### config.mk
export PLATFORM = sky130hd
export DESIGN_NAME = c8ic_ram
export DESIGN_NICKNAME = d
export VERILOG_FILES = /design/src/rtl/c8ic_ram.sv
export SDC_FILE = /design/constraint.sdc
export NUM_CORES = 1
export LEC_CHECK = 0
export ABC_CLOCK_PERIOD_IN_PS = 2000
export BUFFER_PORTS_ARGS = -buffer_cell sky130_fd_sc_hd__buf_2
export CAP_MARGIN = 20
export CORE_AREA = 2 2 114 89
export CTS_CLUSTER_DIAMETER = 30
export DETAILED_ROUTE_END_ITERATION = 7
export DIE_AREA = 0 0 116 91
export PLACE_DENSITY_LB_ADDON = 0.15
export SYNTH_ARGS = -nofsm -noshare
export SYNTH_HDL_FRONTEND = slang
export SYNTH_SLANG_ARGS = --single-unit
### constraint.sdc
create_clock -name clk_i -period 2 [get_ports clk_i]
set_clock_uncertainty 0.15 [all_clocks]
set_input_delay 0.1 -clock clk_i [delete_from_list [all_inputs] [get_ports clk_i]]
set_output_delay 0.1 -clock clk_i [all_outputs]
set_load 0.01 [all_outputs]
### src/rtl/c8ic_ram.sv
// Generic single-port RAM with registered read data.
// Used for main memory, data registers and frame buffer. No dependencies.
`timescale 1ns / 1ps
module c8ic_ram #(
  parameter int WIDTH = 8,
  parameter int DEPTH = 16
) (
  input  logic                     clk_i,
  input  logic [$clog2(DEPTH)-1:0] addr_i,
  input  logic                     we_i,
  input  logic [WIDTH-1:0]         wdata_i,
  output logic [WIDTH-1:0]         rdata_o
);

  logic [WIDTH-1:0] mem_q [DEPTH];

  always_ff @(posedge clk_i) begin
    if (we_i) begin
      mem_q[addr_i] <= wdata_i;
    end
    rdata_o <= mem_q[addr_i];
  end

endmodule

== Word-level counts from Yosys, hierarchy flattened ==
Memories as Yosys holds them, arrays and structs flattened. A register that Yosys moved wholly into a read port is not among the register bits.
Cells that the tools add are included.

* Muxes and demuxes: 2

{| class="wikitable"
|+ Operator list
! operator !! count
|-
| 1-bit two-way mux || 2
|}

* Flip-flop bits (word level): 0
* RAM bits: 128
* Input bits: 14
* Output and inout bits: 8
* Word-level logic and storage cells: 3
* Memories: 1

{| class="wikitable"
|+ Memory list
! name !! words !! width !! read ports !! clocked after Yosys merged registers in !! wr ports !! RTL line !! source
|-
| mem_q || 16 || 8 || 1 || 1 || 1 || 15 || <nowiki>logic [WIDTH-1:0] mem_q [DEPTH];</nowiki>
|}

== Logic depth before layout (Yosys ltp) ==
Gate-level depths: netlist (run 1).

* Depth after elaboration: 2
* Mapped depth: 5
* Mapped depth without buffers: 3

== Least setup slack after synthesis (run 1) ==
No wires, ideal clock.

* Path type: input-to-reg
* Start: input port addr_i[2]
* End: memory mem_q[0][0], enable pin
* Library setup time: 0.383 ns
* Arrival: 1.210 ns
* Required time: 1.467 ns
* Path slack: 0.257 ns
* Stages: 2
* Buffers on the path: 0
* Path through: or3b_2 -> nor3_1

{| class="wikitable"
|+ RTL lines
! item !! RTL line !! source
|-
| from (decl) || 9 || <nowiki>input logic [$clog2(DEPTH)-1:0] addr_i,</nowiki>
|-
| to (decl) || 15 ||
|}

Straight into the memory's write port.

==> results of run 1 <==
placed cells by master (no fill, tap or decap):
cell	count
clkinv_4	1
buf_12	3
a22oi_1	16
buf_2	21
clkinv_2	2
dfxtp_1	8
clkinv_1	1
nand3b_1	2
edfxtp_1	128
nor2_1	13
inv_6	1
nand3_1	1
mux4_2	32
dlygate4sd3_1	8
buf_4	27
nor3_1	4
and2_1	1
clkbuf_8	2
clkbuf_16	17
clkinvlp_4	3
or3b_2	1
nor2b_1	2
bufinv_16	4
nand2_1	9
nand2b_1	2
Yosys cell counts (all sizes together):
master and number:
clkbuf 3, edfxtp 128, nand2 9, dfxtp 8
or3b 1, buf 8, nor2 13, nor2b 2
nand3 1, and2 1, mux4 32, a22oi 16
nor3 4, nand2b 2, nand3b 2
state kept, by name, indices dropped and copies added (netlist names):
name,count
mem_q,128
rdata_o,8
cell families after synthesis:
family,share of synthesized area [%]
flip-flops,79.01
AND/OR/NAND/NOR,3.210
multiplexers,14.22
AO/OA/AOI/OAI,2.370
buffers and inverters,1.185
worst max-delay path: stages (launching register included):
cell      delay (ps)
edfxtp_1         370
mux4_2           450
a22oi_1          290
nand2_1          100
report_power, final:
group | leakage (nW) | internal [mW] | switching, mW
sequential | 1.22 | 3.19 | 0.0175
combinational | 0.600 | 0.148 | 0.176
clock | 0.299 | 2.14 | 1.12
worst max-delay path by stage:
stage	slack, ps	end	depth (start not counted)
final	520	rdata_o[0]	3
after global routing	430	rdata_o[0]	3
after CTS	500	rdata_o[0]	3
after detailed placement	330	mem_q[0][3]	4
after global placement	360	rdata_o[0]	5
after floorplan	260	mem_q[0][0]	2
per-layer routing:
layer / global-route usage, % / up-vias
met5: 0 / -
met2: 29.43 / 82
met1: 30.31 / 1255
met3: 6.609 / 5
li1: - / 1096
met4: 6.647 / 0
final cells by class:
cell class,count,area share [%]
clock buffer,19,7.250
clock inverter,12,2.784
multi-input combinational,83,16.06
sequential,136,64.09
tap,132,2.644
timing repair buffer,59,7.170
stage by stage:
step | worst slack, ps | instances
finish | 518.2 | 441
global route | 431.0 | 441
CTS | 501.0 | 441
detailed placement | 333.5 | 402
global placement | 361.6 | 402
floorplan | 257.0 | 230
==> impl_metrics.tcl, run 1 <==
set metrics [dict create \
    end_of_flow_core_utilization_pct 66.56 \
    maximum_vdd_drop_uv 1099 \
    worstReg2RegStart "mem_q[0][0]" \
    timing.critical_path.required_ps 2140 \
    number_of_buffers_inserted_during_clock_tree_synthesis 17 \
    detail_route.wl_per_cell_um 21.53 \
    post_cts_resize_count 0 \
    post_drt_via_cell_ratio 5.528 \
    post-route-min-period_ps 1482 \
    cellPowerDensity_mw_per_mm2 1087 \
    antenna-diode-count 0 \
    drt_pass1_iterations 5 \
    design_power_total_mw 6.793 \
    grt_use_total_pct 20.52 \
    ff2ff_path_depth 3 \
    grt_start_max_net_pins 40 \
    top_layer_used "met4" \
    synth.largest_area_cell "edfxtp_1" \
    cts.reportedPaths.clkPinSlew_ps 60 \
    status "completed" \
    drive_gt1_share_pct 36.89 \
    yosys-top-cells-area "edfxtp_1 76%, mux4_2 14%, dfxtp_1 3.2%, a22oi_1 2.4%, nor2_1 0.96%" \
    post_synth_inst_count 230 \
    sequential_cell_area_in_the_final_layout_mm2 0.004004 \
    max_cap_violations 0 \
    min_delay_worst_endpoint "rdata_o[2]" \
    slew_headroom_pct 70.61 \
    cts_buffer_depth 2 \
    cp-start-kind "flip-flop" \
    synth_nets 244 \
    met2_length_um 4589 \
    antenna_found_initial 0 \
    min_period_over_period_pct 74.09 \
    fmax_mhz 674.9 \
    hold_class "in -> reg" \
    timing.final.hold_violations 0 \
    cp-end-kind "flip-flop" \
    detailroute.via_count 2438 \
    final_nets 311 \
    grt_first_pass_wirelength_um 14850 \
    die_width_um 116 \
    mappedNetlistArea_mm2 0.005067 \
    hold_path_startpoint "addr_i[3]" \
    dp_hpwl_um 5995 \
    root_buffer_cell "clkbuf_16" \
    num_io_pins 22 \
    filler_cell_count 645 \
    flow.area_growth_from_synthesis_pct 23.28 \
    grt_overflow_total 0 \
    multiInputGateArea_mm2 0.001003 \
    gp_congestion 0.7263 \
    criticalPathCategory "reg -> reg" \
    ys_seq_area_share_pct 79.01 \
    place_area_mm2 0.005540 \
    die_area_mm2 0.01056 \
    wirelength_met1_um 4340 \
    yosys_warnings 0 \
    port-buffer-count 21 \
    synth_cell_type_count 18 \
    critical_path.max_fanout 1 \
    capturing_point_of_the_worst_reg2reg_path "rdata_o[0]" \
    route.met3.wl_um 517 \
    post-route-cell-area_mm2 0.006247 \
    core.rowCount 31 \
    synth-seq-cells 136 \
    h-tree-depth 4 \
    ant_nets 0 \
    die_height_um 91 \
    routed_wl_um 9495 \
    tritoncts "built" \
    post-cts-setup-buffer-count 0 \
    setup_repair_after_global_routing_missed_its_margin "no" \
    worst_pin_slew_ps 439.9 \
    worst_skew_pair.late_latency_ps 410 \
    vias_in_the_first_global_route 2510 \
    cts_hold_repair.buffers 8 \
    timing.final.max_slew_violations 0 \
    setup_total_negative_slack_ps 0 \
    syn_avg_cell_area_um2 22.03 \
    fp.coreArea_mm2 0.009387 \
    clock_sink_count 136 \
    drc_violations 0 \
    setup-violations-final 0 \
    drtIter0Drc 237 \
    worst_ep_arrival_time_ps 1620 \
    hold_depth 4 \
    total_leakage_power_nw 2.123 \
    hold-worst-slack_ps 95.29 \
    worst-r2r-setup-slack_ps 520 \
    synthDominantCellAreaShare_pct 75.85 \
    initial_core_util_pct 53.99 \
    startpoint "mem_q[0][0]" \
]
No activity file was read; power rests on OpenSTA's default activity.
==> run 2, diff against run 1 <==
ABC_CLOCK_PERIOD_IN_PS = 1300   (was 2000)
CORE_AREA = 2 2 115 89   (was 2 2 114 89)
DIE_AREA = 0 0 117 91   (was 0 0 116 91)
clock period = 1.3 ns   (was 2 ns; I/O delays follow)
==> run 2 against run 1 <==
The flow now finishes with violations (setup timing). Critical endpoint is now rdata_o[5]. Wire length is 9.6% higher. Critical path depth unchanged. First-iteration DRC count grew 6.3%. Fmax up 4.5%. Sequential share of layout area down 3.4 points.
==> impl_metrics.tcl, run 2 (same netlist as run 1, synthesis figures left out) <==
set metrics [dict create \
    antenna_found_initial 0 \
    detailroute.via_count 2540 \
    cts.reportedPaths.clkPinSlew_ps 50 \
    use_met1_pct 32.78 \
    final_common_cell "edfxtp_1" \
    worst-r2r-setup-slack_ps -120 \
    post-route-cell-area_mm2 0.006601 \
    min_delay_worst_endpoint "mem_q[0][3]" \
    num_io_pins 22 \
    die_width_um 117 \
    setup_slack_at_placement_ps -418.0 \
    setup-violations-final 8 \
    ant_nets 0 \
    setup_repair_after_global_routing_missed_its_margin "yes" \
    cp-end-kind "flip-flop" \
    violations_in_the_final_reports "setup timing" \
    layout_common_cells "128 x edfxtp_1, 32 x mux4_2, 29 x buf_4" \
    flip_flop_count_of_the_largest_register_after_layout 128 \
    vias_in_the_first_global_route 2697 \
    critical_path.max_fanout 1 \
    post-route-min-period_ps 1418 \
    die_area_mm2 0.01065 \
    top_regs "mem_q: 128 flops, rdata_o: 8 flops" \
    stdcell_count 455 \
    hold_path_startpoint "addr_i[2]" \
    grt_start_max_net_pins 20 \
    capturing_point_of_the_worst_reg2reg_path "rdata_o[5]" \
    timing.final.max_slew_violations 0 \
    sequential_cell_area_in_the_final_layout_mm2 0.004004 \
    ff2ff_path_depth 3 \
    fmax_mhz 705.1 \
    drt_pass1_iterations 4 \
    worst_slack_ps -118.3 \
    core.rowCount 31 \
    multiInputGateArea_mm2 0.001175 \
    fp.coreArea_mm2 0.009503 \
    worst_ep_arrival_time_ps 1550 \
    flow.area_growth_from_synthesis_pct 30.27 \
    routed_wl_um 10400 \
    dp_hpwl_um 6703 \
    timing.critical_path.required_ps 1440 \
    maximum_vdd_drop_uv 1583 \
    slew_headroom_pct 34.34 \
    final_nets 325 \
    post_drt_via_cell_ratio 5.582 \
    post-cts-setup-buffer-count 0 \
    detail_route.wl_per_cell_um 22.86 \
    cp-start-kind "flip-flop" \
    drtIter0Drc 252 \
    total_leakage_power_nw 2.218 \
    status "complete, but fails checks" \
    drive_gt1_share_pct 46.75 \
    design_power_total_mw 10.04 \
    h-tree-depth 4 \
    worst_skew_pair.late_latency_ps 410 \
    filler_cell_count 604 \
    root_buffer_cell "clkbuf_16" \
    max_cap_violations 0 \
    min_period_over_period_pct 109.1 \
    number_of_buffers_inserted_during_clock_tree_synthesis 17 \
    gp_congestion 0.7430 \
    globalRouteMet2Util_pct 31.50 \
    grt_most_used_layer "met1" \
    tritoncts "built" \
    place_inst 416 \
    place_area_mm2 0.005927 \
    hold_depth 4 \
    port-buffer-count 21 \
    worstReg2RegStart "mem_q[15][5]" \
    antenna-diode-count 0 \
    timing.final.hold_violations 0 \
    worst_pin_slew_ps 982.9 \
    initial_core_util_pct 53.32 \
    global_route.usage.met3_pct 7.810 \
    hold_class "in -> reg" \
    grt_overflow_total 0 \
    grt_first_pass_wirelength_um 16170 \
    grt_use_total_pct 22.59 \
    setup_total_negative_slack_ps -728.3 \
    regMostFlops "mem_q" \
    drc_violations 0 \
    cts_buffer_depth 2 \
    die_height_um 91 \
    criticalPathCategory "reg -> reg" \
    cellPowerDensity_mw_per_mm2 1521 \
    clock_sink_count 136 \
]
## run 2: cell types whose count changed in the layout (fill, tap and decap cells not counted), sizes merged
| cell | change |
|---|---|
| clkinv | +3 |
| clkinvlp | -2 |
| inv | -1 |
| bufinv | -2 |
| clkbuf | +2 |
| buf | +14 |
## run 2: final cells by class
class	count	share of cell area (%)
Clock buffer	21	6.823
Clock inverter	10	1.573
Multi-Input combinational cell	83	17.80
Tap cell	132	2.502
Sequential cell	136	60.65
Timing Repair Buffer	73	10.65
## run 2: worst max-delay path by stage
stage | start | endpoint | slack, ps | cells past startpoint
5_1_grt | mem_q[12][1] | rdata_o[1] | -190 | 3
6_report | mem_q[15][5] | rdata_o[5] | -120 | 3
3_5_place_dp | addr_i[0] | rdata_o[5] | -420 | 6
2_1_floorplan | addr_i[2] | mem_q[8][0] | -50 | 2
4_1_cts | mem_q[11][5] | rdata_o[5] | -130 | 3
3_3_place_gp | addr_i[0] | rdata_o[5] | -410 | 6
## run 2: report_power, final
part / switching [mW] / internal [mW]
logic: 0.323 / 0.287
registers: 0.0294 / 4.90
clock network: 1.66 / 2.83
total: 2.01 / 8.02
## run 2: critical path, cell delays in order (launching register included)
cell      delay, ps
edfxtp_1        360
mux4_2          510
a22oi_2         170
nand2_1         100
## run 2: per-layer routing
| metal | vias up | part of all wire [%] | wire, um |
|---|---|---|---|
| li1 | 1135 | - | - |
| met1 | 1312 | 43 | 4488 |
| met2 | 84 | 48 | 5020 |
| met3 | 9 | 7.5 | 780 |
| met4 | 0 | 1.1 | 113 |
| met5 | - | 0 | 0 |
## run 2: what timing repair did
action                                  in CTS  in global routing
hold endpoints to repair                   128                  0
endpoints found under the setup margin       8                  8
resized for setup                            6                  2
pin swaps                                    7                  3
hold buffers                                 8                  0
## run 2: stage by stage
stage	utilization (%)	hold slack [ps]
finish	69.47	111.6
global placement	62.37	311.1
detailed placement	62.37	313.8
CTS	69.36	87.19
global route	69.47	89.97
floorplan	-	13.87
